==> src/design/sbi_pkg.sv <==
package sbi_pkg;

	// Coordinate format: signed fixed point, FRAC_BITS fractional bits.
	localparam int COORD_WIDTH = 32;
	localparam int FRAC_BITS   = 16;

	// Magnitudes of numerator and direction, and the divider remainder.
	localparam int MAG_W      = COORD_WIDTH + 1;
	localparam int REM_W      = COORD_WIDTH + 2;
	// Quotient bits that matter: t is kept only up to 2.0.
	localparam int QUO_W      = FRAC_BITS + 1;
	localparam int DIV_STAGES = FRAC_BITS + 1;
	// Clamped t, signed, able to hold one plus one lsb.
	localparam int TQ_W       = QUO_W + 1;
	// Product of t and direction, its shifted form and the point sum.
	localparam int PROD_W     = TQ_W + MAG_W;
	localparam int OFF_W      = PROD_W - FRAC_BITS;
	localparam int PT_W       = OFF_W + 1;

	localparam logic [QUO_W-1:0] ONE_Q = QUO_W'(1) << FRAC_BITS;

	// Configuration register indexes.
	localparam logic [2:0] REG_MIN_X = 3'd0;
	localparam logic [2:0] REG_MIN_Y = 3'd1;
	localparam logic [2:0] REG_MIN_Z = 3'd2;
	localparam logic [2:0] REG_MAX_X = 3'd3;
	localparam logic [2:0] REG_MAX_Y = 3'd4;
	localparam logic [2:0] REG_MAX_Z = 3'd5;

	typedef logic signed [COORD_WIDTH-1:0] coord_t;
	typedef logic signed [MAG_W-1:0]       diff_t;
	typedef logic [MAG_W-1:0]              mag_t;
	typedef logic [REM_W-1:0]              rem_t;
	typedef logic [QUO_W-1:0]              quo_t;

	typedef struct packed {
		coord_t start_x;
		coord_t start_y;
		coord_t start_z;
		coord_t end_x;
		coord_t end_y;
		coord_t end_z;
	} in_t;

	typedef struct packed {
		logic   hit;
		coord_t hit_x;
		coord_t hit_y;
		coord_t hit_z;
	} out_t;

endpackage

==> src/design/sbi_div.sv <==
// Pipelined unsigned divider: quo = floor(num * 2^FRAC_BITS / den),
// one quotient bit per stage. The caller must keep num < 2 * den; the divider does not enforce it.
module sbi_div (
	input  logic          clk,
	input  logic          en,
	input  sbi_pkg::mag_t num,
	input  sbi_pkg::mag_t den,
	output sbi_pkg::quo_t quo
);

	sbi_pkg::rem_t rem_s [sbi_pkg::DIV_STAGES];
	sbi_pkg::mag_t den_s [sbi_pkg::DIV_STAGES];
	sbi_pkg::quo_t quo_s [sbi_pkg::DIV_STAGES];

	// First stage decides the integer bit of the quotient.
	logic ge0;
	assign ge0 = (num >= den);

	always_ff @(posedge clk) begin
		if (en) begin
			rem_s[0] <= ge0 ? sbi_pkg::REM_W'(num - den) : sbi_pkg::REM_W'(num);
			den_s[0] <= den;
			quo_s[0] <= ge0 ? sbi_pkg::ONE_Q : '0;
		end
	end

	// Each later stage doubles the remainder and tries one subtraction.
	for (genvar k = 1; k < sbi_pkg::DIV_STAGES; k++) begin : g_step
		sbi_pkg::rem_t dbl;
		sbi_pkg::rem_t dext;
		sbi_pkg::quo_t qn;
		logic          ge;
		assign dbl  = {rem_s[k-1][sbi_pkg::REM_W-2:0], 1'b0};
		assign dext = sbi_pkg::REM_W'(den_s[k-1]);
		assign ge   = (dbl >= dext);

		// Quotient so far with this stage's bit filled in.
		always_comb begin
			qn = quo_s[k-1];
			qn[sbi_pkg::FRAC_BITS-k] = ge;
		end

		always_ff @(posedge clk) begin
			if (en) begin
				rem_s[k] <= ge ? dbl - dext : dbl;
				den_s[k] <= den_s[k-1];
				quo_s[k] <= qn;
			end
		end
	end

	assign quo = quo_s[sbi_pkg::DIV_STAGES-1];

endmodule

==> config.mk <==
export PLATFORM = sky130hd
export DESIGN_NAME = sbi_div
export DESIGN_NICKNAME = d
export VERILOG_FILES = /design/src/design/sbi_pkg.sv /design/src/design/sbi_div.sv
export SDC_FILE = /design/constraint.sdc
export NUM_CORES = 2
export LEC_CHECK = 0
export BUFFER_PORTS_ARGS = -buffer_cell sky130_fd_sc_hd__buf_2
export CAP_MARGIN = 20
export CORE_MARGIN = 1.5
export CORE_UTILIZATION = 50
export CTS_CLUSTER_DIAMETER = 100
export CTS_CLUSTER_SIZE = 28
export DETAILED_ROUTE_END_ITERATION = 7
export PLACE_DENSITY = 0.71
export SLEW_MARGIN = 10
export SYNTH_ARGS = -nofsm -noshare
export SYNTH_HDL_FRONTEND = slang
export SYNTH_SLANG_ARGS = --single-unit
==> constraint.sdc <==
create_clock -name clk -period 3.85 [get_ports clk]
set_input_delay 0.77 -clock clk [delete_from_list [all_inputs] [get_ports clk]]
set_output_delay 0.77 -clock clk [all_outputs]
set_load 0.01 [all_outputs]
Word level (Yosys, flattened, before mapping). Memory sizes are Yosys's and may differ from the RTL's. Index checks and enable logic that the tools add are counted.

Register bits after elaboration: 0. Latch bits: 0. Bits in writable memories: 1428. Bits in read-only memories: 0. Bits of input ports: 68. Output and inout port bits: 17. Word-level logic and storage cells: 57. Memories kept: 3.

Memory list: rem_s (words 17, width 34, read ports 16, clocked after Yosys merged registers in 0, wr ports 17, RTL line sbi_div.sv:11) `sbi_pkg::rem_t rem_s [sbi_pkg::DIV_STAGES];`; den_s (words 17, width 33, read ports 16, clocked after Yosys merged registers in 0, wr ports 17, RTL line sbi_div.sv:12) `sbi_pkg::mag_t den_s [sbi_pkg::DIV_STAGES];`; quo_s (words 17, width 17, read ports 17, clocked after Yosys merged registers in 0, wr ports 17, RTL line sbi_div.sv:13) `sbi_pkg::quo_t quo_s [sbi_pkg::DIV_STAGES];`.

$add $sub $neg: 17. Multipliers: 0. Divide/modulo/power cells: 0. Order comparisons: 17. Equal/unequal tests: 0. Shift-type cells: 0. Multiplexer cells: 20. Bitwise operators: 0. Reduce and logical (&&, ||, !) cells: 0.

Operators by type and width (number): two-way mux 34 bit (17); greater-or-equal comparator 34 x 33 -> 1 bit (16); subtractor 34 x 33 -> 34 bit (16); subtractor 33 x 33 -> 34 bit (1); greater-or-equal comparator 33 bit (1); two-way mux 17 bit (1); two-way mux 1 bit (2).

Logic depth before layout (Yosys ltp). An unclocked memory read counts as a cell.

Depth in word-level cells: 3. Mapped depth: 15. Mapped depth without buffers: 13.

Worst setup path after synthesis. No wires, ideal clock.

Path type: input to register. Start: input num[0]. End: memory rem_s[0][26] in the netlist's numbering (data pin). Library setup time: 0.267 ns. Arrival: 3.171 ns. Required time: 3.583 ns. Setup slack: 0.412 ns. Cell stages on the path: 14. Path buffers: 2. Cells stage by stage: inv_1 ha_1 inv_1 fa_1 a211oi_1 o21ai_0 nand4b_1 a21oi_1 a31oi_1 and2_1 o21bai_1 buf_1 clkbuf_1 o21ai_0.

RTL lines: start: declaration (RTL line sbi_div.sv:6) `input sbi_pkg::mag_t num,`; end: declaration (RTL line sbi_div.sv:11).

==> impl_metrics.tcl <==
set metrics [dict create \
    outcome "finished, final reports clean" \
    synth_flop_cell "sky130_fd_sc_hd__edfxtp_1" \
    synth_enable_flop_cells 1209 \
    vdd_drop_max_mv 0.423 \
    cts.sink_count 1209 \
    ys_async_sr_fraction 0 \
    critPathLaunchType "flop" \
    worst-endpoint-arrival_ns 4.13 \
    grt_first_pass_wirelength_um 263000 \
    fin_total_pwr_mw 64.3 \
    cts-root-buf "sky130_fd_sc_hd__clkbuf_16" \
    final_cell_mix "1209 x sky130_fd_sc_hd__edfxtp_1, 696 x sky130_fd_sc_hd__inv_1, 649 x sky130_fd_sc_hd__a21oi_1, 560 x sky130_fd_sc_hd__ha_1, 486 x sky130_fd_sc_hd__nand2_1" \
    postSynthCellCount 6858 \
    syn2layout_area_growth_pct 8.59 \
    report.final.slew_viol_count 0 \
    port_buf_inserts 84 \
    grt_pass1_vias 52900 \
    reg2reg_depth 13 \
    postSynthNetCount 7502 \
    tritoncts "built" \
    grt_setup_unrepaired "no" \
    timing.fmax_ghz 0.271 \
    cts_htree_levels 2 \
    detailedRoute.firstIterationViolations 3008 \
    finalCritPeriodShare 0.958 \
    hpwlAfterDp_um 134000 \
    syn_area_sq_um 72800 \
    crit_path_max_fanout 23 \
    core.rowCount 139 \
    diodes 0 \
    clockBufferDepth 3 \
    drv_cap 0 \
    required_ns 4.30 \
    clkTransAtPathRegs_ns 0.11 \
    detail-route-antenna-nets 0 \
    via_per_inst 5.75 \
    detail_route.wl_per_cell_um 18.8 \
    fin_worst_skew_ns 0.0455 \
    route.final.wire_length_um 169000 \
    timing.final.setup_violations 0 \
    core_region_area_sq_um 144000 \
    syn_area_per_cell_sq_um 10.6 \
    period_minus_slack_ns 3.69 \
    design.portCount 85 \
    post_route_cells_drive_above_1_share 0.0977 \
    floorplan.die_area_sq_um 148000 \
    tightest_slew_ns 0.923 \
    antenna_found_initial 1 \
    powerDensity_nw_per_um2 813 \
    holdPathStages 1 \
    grt_start_max_net_pins 101 \
    synth.yosys.seq_area_share 0.499 \
    dieWidth_um 385 \
    relSlewSlack 0.377 \
    start_util 0.506 \
    final_critical_path_setup_slack_ns 0.162 \
    synth_warnings 0 \
    number_of_hold_violations_in_the_final_report 0 \
    num_vias 51700 \
    mostFrequentLayoutCell "sky130_fd_sc_hd__edfxtp_1" \
    hold_path.class "primary input to flop" \
    num-nets-final 7716 \
    worst_skew_pair.late_latency_ns 0.70 \
    replace_congestion 1.01 \
    overflow 0 \
    groute.usage.overall 0.223 \
    drt_pass_1_iters 8 \
    worstSetupEndpointType "flop" \
    die_y_um 385 \
    tns_ns 0 \
    netlist-cell-type-count 85 \
    synth.ff_latch_count 1209 \
    dp_worst_setup_slack_ns -0.176 \
    critical_path_class "flop to flop" \
    cts_buffers 53 \
    final_routed_drc_violation_total 0 \
    fill_cell_total_of_the_finished_layout 12200 \
    static-leakage-power_nw 32.6 \
]
-- final cells by class --
cell class / instances / area [sq um] / share of cell area
Multi-Input combinational cell: 4739 / 33200 / 0.419
Tap cell: 1903 / 2380 / 0.0301
Timing Repair Buffer: 371 / 2970 / 0.0376
Clock inverter: 22 / 294 / 0.00372
Sequential cell: 1209 / 36300 / 0.459
Clock buffer: 56 / 1340 / 0.0169
Inverter: 698 / 2620 / 0.0331
-- final timing paths --
path	from	endpoint	slack, ns
max	rem_s[0][476]	rem_s[0][516]	0.16
min	den[7]	den_s[0][7]	0.26
max reg2reg	rem_s[0][476]	rem_s[0][516]	0.16
min reg2reg	quo_s[1][32]	quo_s[1][49]	0.42
-- report_power, final --
part,switching (mW),internal [mW]
Clock,4.10,2.86
Sequential,1.89,19.9
Combinational,19.9,15.7
Total,25.9,38.4
-- registers in the layout, summed over array words and instances, names as in the netlist --
register,count
quo_s,153
rem_s,528
den_s,528
-- logic make-up after synthesis --
| kind of cell | Yosys count | synth area share |
|---|---|---|
| multiplexers | 207 | 0.0319 |
| AND/OR/NAND/NOR | 1559 | 0.101 |
| buffers and inverters | 910 | 0.0474 |
| AO/OA/AOI/OAI | 1971 | 0.169 |
| flip-flops | 1209 | 0.499 |
| adder cells (fa/ha/maj) | 576 | 0.101 |
| XOR/XNOR | 426 | 0.0512 |
-- repair_timing --
| action | 4_1_cts | 5_1_grt |
|---|---|---|
| endpoints found under the setup margin | 0 | 13 |
| endpoints found under the hold margin | 0 | 0 |
| hold buffers | 0 | 0 |
| resized for setup | 0 | 4 |
| setup buffers | 0 | 0 |
-- Yosys cell counts, types with 46 or more instances --
library cell               count  share of area
sky130_fd_sc_hd__edfxtp_1   1209           0.50
sky130_fd_sc_hd__inv_1       696          0.036
sky130_fd_sc_hd__a21oi_1     650          0.045
sky130_fd_sc_hd__ha_1        560          0.096
sky130_fd_sc_hd__nand2_1     486          0.025
sky130_fd_sc_hd__o21ai_0     458          0.031
sky130_fd_sc_hd__nor2_1      428          0.022
sky130_fd_sc_hd__a21o_1      268          0.028
sky130_fd_sc_hd__xnor2_1     251          0.030
sky130_fd_sc_hd__mux2_2      189          0.029
sky130_fd_sc_hd__clkbuf_1    181         0.0093
sky130_fd_sc_hd__xor2_1      175          0.021
sky130_fd_sc_hd__nand4_1     116          0.010
sky130_fd_sc_hd__nand3_1     104         0.0071
sky130_fd_sc_hd__o21a_1       91         0.0094
sky130_fd_sc_hd__o21bai_1     82         0.0085
sky130_fd_sc_hd__nor3_1       80         0.0055
sky130_fd_sc_hd__nor2b_1      69         0.0059
sky130_fd_sc_hd__nand2b_1     61         0.0052
sky130_fd_sc_hd__a31oi_1      52         0.0045
sky130_fd_sc_hd__and3_1       49         0.0042
sky130_fd_sc_hd__a211oi_1     48         0.0049
sky130_fd_sc_hd__o31ai_1      46         0.0047
-- layer usage --
metal | share of wire | GRT usage | vias to the layer above
li1 | - | - | 25500
met1 | 0.33 | 0.189 | 24500
met2 | 0.57 | 0.470 | 1207
met3 | 0.024 | 0.0185 | 540
met4 | 0.078 | 0.160 | 0
met5 | 0 | 0 | -
-- metrics by stage --
step                      hold WS, ns  area, sq um  cells   util
after global placement          0.400        77400   8920  0.538
after CTS                       0.209        79100   8998  0.549
final                           0.263        79100   8998  0.549
after detailed placement        0.405        77400   8920  0.538
after global routing            0.222        79100   8998  0.549
after floorplan                 0.400        72800   6858      -
-- worst max-delay path, cell delays in order, from the launching register on --
cell	delay [ns]
sky130_fd_sc_hd__edfxtp_1	0.39
sky130_fd_sc_hd__inv_1	0.08
sky130_fd_sc_hd__fa_1	0.46
sky130_fd_sc_hd__nor2b_1	0.20
sky130_fd_sc_hd__o211ai_1	0.17
sky130_fd_sc_hd__a21oi_1	0.27
sky130_fd_sc_hd__o2111ai_1	0.31
sky130_fd_sc_hd__a21oi_1	0.41
sky130_fd_sc_hd__o21ai_0	0.15
sky130_fd_sc_hd__buf_4	0.16
sky130_fd_sc_hd__a31oi_4	0.16
sky130_fd_sc_hd__buf_12	0.21
sky130_fd_sc_hd__buf_4	0.16
sky130_fd_sc_hd__mux2_2	0.32
(Power assumes the default switching activity.)
